[config.mk]
export PLATFORM = sky130hd
export DESIGN_NAME = cdfm_cell
export DESIGN_NICKNAME = d
export VERILOG_FILES = /design/src/rtl/cpm_directory_file_merge_unit_assert.svh /design/src/rtl/cdfm_pkg.sv /design/src/rtl/cdfm_cell.sv
export SDC_FILE = /design/constraint.sdc
export NUM_CORES = 1
export LEC_CHECK = 0
export BUFFER_PORTS_ARGS = -buffer_cell sky130_fd_sc_hd__buf_2
export CORE_ASPECT_RATIO = 0.75
export CORE_MARGIN = 1.5
export CORE_UTILIZATION = 40
export DETAILED_ROUTE_END_ITERATION = 16
export PLACE_DENSITY = 0.77
export SLEW_MARGIN = 15
export SYNTH_ARGS = -nofsm -noshare
export SYNTH_HDL_FRONTEND = slang
export SYNTH_SLANG_ARGS = --single-unit
[constraint.sdc]
create_clock -name clk -period 4.15 [get_ports clk]
set_input_delay 0.83 -clock clk [delete_from_list [all_inputs] [get_ports clk]]
set_output_delay 0.83 -clock clk [all_outputs]
set_load 0.02 [all_outputs]
[src/rtl/cpm_directory_file_merge_unit_assert.svh]
// Assertion macros for the directory file merge unit.
// Both macros sample on clk and are disabled while rst is high.
`ifndef CPM_DIRECTORY_FILE_MERGE_UNIT_ASSERT_SVH
`define CPM_DIRECTORY_FILE_MERGE_UNIT_ASSERT_SVH

// Same-cycle implication
`define CDFM_ASSERT_IMP(lbl, ante, cons, msg) \
  lbl: assert property (@(posedge clk) disable iff (rst) (ante) |-> (cons)) else $error(msg);

// Next-cycle implication
`define CDFM_ASSERT_NXT(lbl, ante, cons, msg) \
  lbl: assert property (@(posedge clk) disable iff (rst) (ante) |=> (cons)) else $error(msg);

`endif

[src/rtl/cdfm_pkg.sv]
// ----------------------------------------------------------------------------
// cdfm_pkg
// Shared types, constants and key helper for the directory file merge unit.
// ----------------------------------------------------------------------------
package cdfm_pkg;

  // Default sizing
  localparam int TABLE_DEPTH_DEF     = 64;
  localparam int MAX_DIR_ENTRIES_DEF = 512;

  // Directory entry constants
  localparam logic [7:0] DELETED_MARK  = 8'hE5;
  localparam logic [7:0] MAX_USER      = 8'd15;
  localparam logic [6:0] SPACE_CHAR    = 7'h20;
  localparam int         EXT_FIELD_CAP = 1023;
  localparam logic [23:0] BYTE_CAP     = 24'hFF_FFFF;
  localparam logic [6:0] FILE_LIMIT_RST = 7'd64;

  // Result status codes
  typedef enum logic [2:0] {
    ST_DELETED  = 3'd0,
    ST_BAD_USER = 3'd1,
    ST_NEW      = 3'd2,
    ST_MERGED   = 3'd3,
    ST_FULL     = 3'd4
  } status_t;

  // Configuration register indexes
  typedef enum logic {
    REG_FILE_LIMIT = 1'b0,
    REG_WIDE_PTR   = 1'b1
  } cfg_reg_t;

  // Control states of the top level
  typedef enum logic {
    S_IDLE = 1'b0,
    S_RUN  = 1'b1
  } state_t;

  // Search word handed from cell to cell
  typedef struct packed {
    logic        valid;
    logic        hit;
    logic        created;
    logic [3:0]  user;
    logic [55:0] name_key;
    logic [20:0] ext_key;
    logic [7:0]  records;
    logic [15:0] head_block;
    logic [2:0]  attrs;
    logic [5:0]  slot;
    logic [9:0]  extents;
    logic [23:0] bytes;
  } tok_t;

  // Pack up to count characters into 7-bit codes, zero from the first space on
  function automatic logic [55:0] make_key(logic [63:0] chars, int unsigned count);
    logic [55:0] key;
    logic        stop;
    logic [6:0]  c;
    key  = '0;
    stop = 1'b0;
    for (int i = 0; i < 8; i++) begin
      c = chars[8*i +: 7];
      if (i >= count || c == SPACE_CHAR) stop = 1'b1;
      if (!stop) key[7*i +: 7] = c;
    end
    return key;
  endfunction

endpackage

[src/rtl/cdfm_cell.sv]
// ----------------------------------------------------------------------------
// cdfm_cell
// One table slot. Compares the passing search word against its entry,
// merges on a hit, creates the entry when it is the first free slot.
// ----------------------------------------------------------------------------
module cdfm_cell #(
  parameter int TABLE_DEPTH     = cdfm_pkg::TABLE_DEPTH_DEF,
  parameter int MAX_DIR_ENTRIES = cdfm_pkg::MAX_DIR_ENTRIES_DEF,
  parameter int CELL_INDEX      = 0,
  parameter int CNT_W           = $clog2(TABLE_DEPTH + 1)
) (
  input  logic              clk,
  input  logic              rst,
  input  logic [CNT_W-1:0]  file_total,
  input  cdfm_pkg::tok_t    tok_in,
  output cdfm_pkg::tok_t    tok_out
);
  import cdfm_pkg::*;

  localparam int         EXT_CAP   = (MAX_DIR_ENTRIES < EXT_FIELD_CAP) ?
                                     MAX_DIR_ENTRIES : EXT_FIELD_CAP;
  localparam logic [9:0] EXT_CAP_V = 10'(EXT_CAP);
  localparam logic [CNT_W-1:0] MY_INDEX = CNT_W'(CELL_INDEX);

  // Slot storage
  logic [3:0]  user;
  logic [55:0] name_key;
  logic [20:0] ext_key;
  logic [9:0]  extents;
  logic [23:0] bytes;
  logic [15:0] head_block;
  logic [2:0]  attrs;

  logic        live;
  logic        match;
  logic        create;
  logic [9:0]  extents_next;
  logic [23:0] bytes_next;
  logic [24:0] byte_sum;
  tok_t        tok_next;

  // Compare and merge
  always_comb begin
    live     = tok_in.valid && !tok_in.hit;
    match    = live && (MY_INDEX < file_total) && (user == tok_in.user)
               && (name_key == tok_in.name_key) && (ext_key == tok_in.ext_key);
    create   = live && (MY_INDEX == file_total);
    byte_sum = {1'b0, bytes} + 25'({tok_in.records, 7'b0});
    extents_next = (extents < EXT_CAP_V) ? extents + 10'd1 : extents;
    bytes_next   = byte_sum[24] ? BYTE_CAP : byte_sum[23:0];

    tok_next = tok_in;
    if (match) begin
      tok_next.hit        = 1'b1;
      tok_next.slot       = 6'(CELL_INDEX);
      tok_next.extents    = extents_next;
      tok_next.bytes      = bytes_next;
      tok_next.head_block = head_block;
      tok_next.attrs      = attrs;
    end else if (create) begin
      tok_next.hit     = 1'b1;
      tok_next.created = 1'b1;
      tok_next.slot    = 6'(CELL_INDEX);
      tok_next.extents = (EXT_CAP_V > 10'd1) ? 10'd1 : EXT_CAP_V;
      tok_next.bytes   = 24'({tok_in.records, 7'b0});
    end
  end

  // Slot write
  always_ff @(posedge clk) begin
    if (match) begin
      extents <= extents_next;
      bytes   <= bytes_next;
    end else if (create) begin
      user       <= tok_in.user;
      name_key   <= tok_in.name_key;
      ext_key    <= tok_in.ext_key;
      extents    <= tok_next.extents;
      bytes      <= tok_next.bytes;
      head_block <= tok_in.head_block;
      attrs      <= tok_in.attrs;
    end
  end

  // Hand the word to the next cell
  always_ff @(posedge clk) begin
    if (rst) begin
      tok_out.valid <= 1'b0;
    end else begin
      tok_out <= tok_next;
    end
  end

endmodule

# Word level (Yosys, flattened, before mapping)
# Index checks and enable logic that the tools add are counted.
[totals]
reg_bits = 285
elab_cells = 49
out_inout_bits = 151
in_bits = 160
[classes]
magnitude_cmp = 2
n_bitwise = 1
eq_ne = 3
mux = 11
reduce_logical = 11
n_addsub = 2
[op_table]
columns = ["op", "count"]
rows = [
  ["$mux 24", 3],
  ["$mux 34", 2],
  ["$eq 56x56->1", 1],
  ["$mux 10", 3],
  ["$add 24x15->25", 1],
  ["$eq 21x21->1", 1],
  ["$mux 19", 1],
  ["$add 10x1->10 const B", 1],
  ["$lt 10x10->1 const B", 1],
  ["$logic_not 7->1", 1],
  ["$lt 1x7->1 const A", 1],
  ["$logic_and 1x1->1", 6],
  ["$eq 4x4->1", 1],
  ["$mux 1", 2],
  ["$reduce_and 2->1", 1],
  ["$reduce_bool 2->1", 1],
  ["$reduce_or 2->1", 1],
  ["$logic_not 1->1", 1],
  ["$not 1->1", 1],
]

# Longest topological paths before layout
[depth]
ltp_word = 9
depth_mapped = 8
mapped_depth_nobuf = 8

# Worst setup path before layout
# No wires, ideal clock.
[synth_timing]
path_type = "input port to flip-flop"
from = "input rst"
to = "register tok_out[0] (netlist bit) (enable)"
setup_time_ps = 502
required_time_ps = 3648
arrival_ps = 3724
path_slack_ps = -76
n_path_buf = 0
stages = 1
cell_sequence = "inv_1"
[synth_rtl]
columns = ["item", "line_no", "text"]
rows = [
  ["start: declaration", "cdfm_cell.sv:13", "input logic rst,"],
  ["end signal: assignment", "cdfm_cell.sv:90", "tok_out <= tok_next;"],
  ["end: declaration", "cdfm_cell.sv:16", "output cdfm_pkg::tok_t tok_out"],
]
# No word-level cell between the ends.

==> parameters.txt <==
Parameter                              Value

Run status
  Run status    finished clean

Placement
  DP Wirelength    18,500 um
  Post-place setup slack    between 500 and 600 ps
  GPL Wtd Cong    0.791
  Number of input and output port buffers inserted    310

Layout
  Layout area overhead    27.7%
  Share of final-layout standard cells stronger than drive strength 1    37.3%
  Area of the multi-input gates    2490 um^2
  FF+latch area    roughly 8500 um^2
  Net total in the final layout    1,153
  Number of filler cells placed in the layout    2,214

Clock network
  Root buffer cell    sky130_fd_sc_hd__clkbuf_16
  Number of cells upsized or downsized after cts    0
  Number of buffers between clock root and the deepest sink    3
  Worst-path clk slew    roughly 60 ps
  Number of clock sinks    between 200 and 300
  Clock tree from TritonCTS    yes
  Setup repair bufs after CTS    0
  TritonCTS buffer count    28
  Insertion delay of the later-clocked pin in the worst-skew pair    540 ps
  Hold buffer count at CTS    0
  Depth of the CTS H-tree    1

Routing
  Via density per instance    around 5
  Remaining number of nets flagged by the antenna check after routing    0
  Post-detailed-route DRC marker count    0
  First-pass iteration count of the detailed router    4
  DRT iter0 DRCs    around 330
  Routed wirelength normalized by instance count    about 19 um
  Detailed-route wire length    around 26,000 um
  Via total after detailed routing    between 6,000 and 7,000

Synthesis
  Number of enable-type register cells in the synthesized netlist    ~280
  Number of instances in the synthesized netlist    about 640
  Yosys warning total    0
  Synth Cell Area    ~11,000 um^2
  Most instantiated flip-flop cell in the synthesis netlist    sky130_fd_sc_hd__edfxtp_1
  Number of library cell types mapped by synthesis    45
  Sequential share of the synthesized area    a little under 80%
  Synthesized area divided by synthesized cell count    17.3 um^2
  Count of state elements after synthesis    between 200 and 300
  Share of flip-flops with an asynchronous set or reset    0%
  Synth Net Count    between 800 and 900

Hold path
  Path type of the worst min-delay path    input port to register
  WHS Endpoint    head_block[11]$_DFFE_PP_
  Hold path startpoint    tok_in[54]
  Hold depth    1

Timing
  Setup repair after global routing missed its margin    no
  Final number of hold-violating endpoints    0
  Final slew viol count    0
  Max Freq    about 330 MHz
  Worst clock skew    11.2 ps
  Share of the clock period used by the worst path    72.4%
  Min cycle time layout    approximately 3000 ps
  Minimum setup slack in the final design    around 1100 ps
  Least-Margin Pin Slew    between 900 and 1000 ps
  Worst hold-check slack    around 490 ps
  Max transition margin    a little over a third
  Setup TNS after final layout    0 ps
  Number of setup violations in the final report    0

Power and ir drop
  Total Power Consumption    6.58 mW
  Worst voltage drop across the vdd grid    between 0.3 and 0.4 mV
  Leak Pwr    ~5.7 nW
  Cell Pwr Density    463 nW/um^2

Die
  Die outline height    about 150 um
  Number of rows in the core area    52
  I/O pin count    ~310
  Overall die area    about 29,000 um^2
  Core Area    between 20,000 and 30,000 um^2
  Chip width    196 um
  Effective utilization at floorplan    about two fifths

Worst setup path
  Critical-path maximum fanout    13
  Setup slack of the worst register-to-register path    around 1200 ps
  Critical register-to-register path startpoint    bytes[8]$_DFFE_PP_
  Data required, critical path    ~4400 ps
  Critical path launch point    tok_in[63]
  Nature of the critical path endpoint    register
  Worst Reg-to-Reg Cells    8
  CP Data Arrival Time    3260 ps
  Critical setup path kind    input port to register
  Category of the worst setup path launch point    input port
  Terminus of the critical flop-to-flop path    tok_out[10]$_DFFE_PN_

GRT
  Total routing usage reported by global routing    ~18%
  Congestion Overflow GR    0
  Global-route wire length before repair    39,500 um
  Number of global-route vias before repair    7,064
  Largest net degree at the start of global routing    between 80 and 90
  Number of antenna violations at the first check in global routing    3

Flow run
  Number of max-cap violations    0
==> power breakdown <==
group / switching [mW] / total [mW] / internal [mW]
clock network: 1.06 / 2.71 / 1.65
registers: 0.0337 / 3.34 / 3.30
logic: 0.351 / 0.539 / 0.188
==> area by class of cell <==
type | count | share of cell area, %
Sequential cell | 285 | 60.2
Multi-Input combinational cell | 332 | 17.5
Timing Repair Buffer | 322 | 11.8
Clock buffer | 31 | 5.16
Tap cell | 351 | 3.09
Clock inverter | 20 | 1.82
Inverter | 14 | 0.414
Antenna cell | 2 | 0.0352
==> flip-flops by register name (all words and copies together), names as in the netlist <==
register / flops
extents: 10
head_block: 16
ext_key: 21
tok_out: 151
name_key: 56
user: 4
bytes: 24
attrs: 3
==> logic make-up after synthesis <==
family	after synthesis	synth area share (%)
flip-flops	285	76.8
adder cells (fa/ha/maj)	10	1.19
multiplexers	51	4.80
AND/OR/NAND/NOR	138	6.28
buffers and inverters	26	0.956
XOR/XNOR	83	6.53
AO/OA/AOI/OAI	50	3.41
==> per-stage QoR <==
| stage | cell area (um^2) | instances | utilization [%] |
|---|---|---|---|
| 3_5_place_dp | 13200 | 1304 | 48.7 |
| 3_3_place_gp | 13200 | 1304 | 48.7 |
| 5_1_grt | 14200 | 1356 | 52.4 |
| 2_1_floorplan | 11100 | 643 | - |
| 6_report | 14200 | 1357 | 52.4 |
| 4_1_cts | 14200 | 1355 | 52.4 |
==> critical path, stage by stage <==
cell,delay [ps]
sky130_fd_sc_hd__buf_2,140
sky130_fd_sc_hd__ha_1,350
sky130_fd_sc_hd__a21o_1,180
sky130_fd_sc_hd__o21bai_1,230
sky130_fd_sc_hd__a221oi_1,850
sky130_fd_sc_hd__nor2_2,160
sky130_fd_sc_hd__buf_4,250
sky130_fd_sc_hd__nor2_1,120
sky130_fd_sc_hd__o211ai_1,130
==> per-layer routing <==
metal  global-route usage [%]  up-vias  routed length [um]
met5                        0        -                   0
met4                     4.19        0                 452
met3                     5.59       33                2260
met2                     29.0      291               12100
met1                     23.7     3233               11400
li1                         -     3157                   -
==> cells in the mapped netlist (8+ instances only) <==
cell type	count	area, um^2
sky130_fd_sc_hd__nor2_1	21	78.8
sky130_fd_sc_hd__nand2b_1	8	50.1
sky130_fd_sc_hd__inv_1	13	48.8
sky130_fd_sc_hd__ha_1	9	113
sky130_fd_sc_hd__nor2b_1	8	50.1
sky130_fd_sc_hd__edfxtp_1	284	8530
sky130_fd_sc_hd__xnor2_1	21	184
sky130_fd_sc_hd__nand4_1	8	50.1
sky130_fd_sc_hd__xor2_1	62	543
sky130_fd_sc_hd__mux2_1	19	214
sky130_fd_sc_hd__mux2i_1	32	320
sky130_fd_sc_hd__nand2_1	47	176
sky130_fd_sc_hd__o211ai_1	16	120
sky130_fd_sc_hd__and3_1	14	87.6
sky130_fd_sc_hd__nor4_1	16	100
==> cells in the final DEF, fill, tap and decap left out, types with 5 or more instances in the layout <==
| master | synthesis | layout |
|---|---|---|
| sky130_fd_sc_hd__and3_1 | 14 | 14 |
| sky130_fd_sc_hd__buf_2 | 7 | 310 |
| sky130_fd_sc_hd__buf_4 | 0 | 9 |
| sky130_fd_sc_hd__bufinv_16 | 0 | 6 |
| sky130_fd_sc_hd__clkbuf_16 | 0 | 29 |
| sky130_fd_sc_hd__clkinv_1 | 1 | 5 |
| sky130_fd_sc_hd__edfxtp_1 | 284 | 284 |
| sky130_fd_sc_hd__ha_1 | 9 | 9 |
| sky130_fd_sc_hd__inv_1 | 13 | 12 |
| sky130_fd_sc_hd__mux2_1 | 19 | 19 |
| sky130_fd_sc_hd__mux2i_1 | 32 | 32 |
| sky130_fd_sc_hd__nand2_1 | 47 | 45 |
| sky130_fd_sc_hd__nand2b_1 | 8 | 8 |
| sky130_fd_sc_hd__nand3_1 | 6 | 6 |
| sky130_fd_sc_hd__nand4_1 | 8 | 8 |
| sky130_fd_sc_hd__nor2_1 | 21 | 20 |
| sky130_fd_sc_hd__nor2b_1 | 8 | 8 |
| sky130_fd_sc_hd__nor4_1 | 16 | 16 |
| sky130_fd_sc_hd__o211ai_1 | 16 | 16 |
| sky130_fd_sc_hd__o21ai_0 | 5 | 5 |
| sky130_fd_sc_hd__xnor2_1 | 21 | 21 |
| sky130_fd_sc_hd__xor2_1 | 62 | 62 |
==> worst max-delay path by stage <==
stage / cells past startpoint / end / slack, ps
5_1_grt: 9 / tok_out[3]$_DFFE_PN_ / 980
6_report: 9 / tok_out[10]$_DFFE_PN_ / 1150
2_1_floorplan: 4 / attrs[0]$_DFFE_PP_ / 10
4_1_cts: 9 / tok_out[10]$_DFFE_PN_ / 1150
3_3_place_gp: 9 / tok_out[9]$_DFFE_PN_ / 670
3_5_place_dp: 9 / bytes[3]$_DFFE_PP_ / 590
No activity file was read; power rests on OpenSTA's default activity.
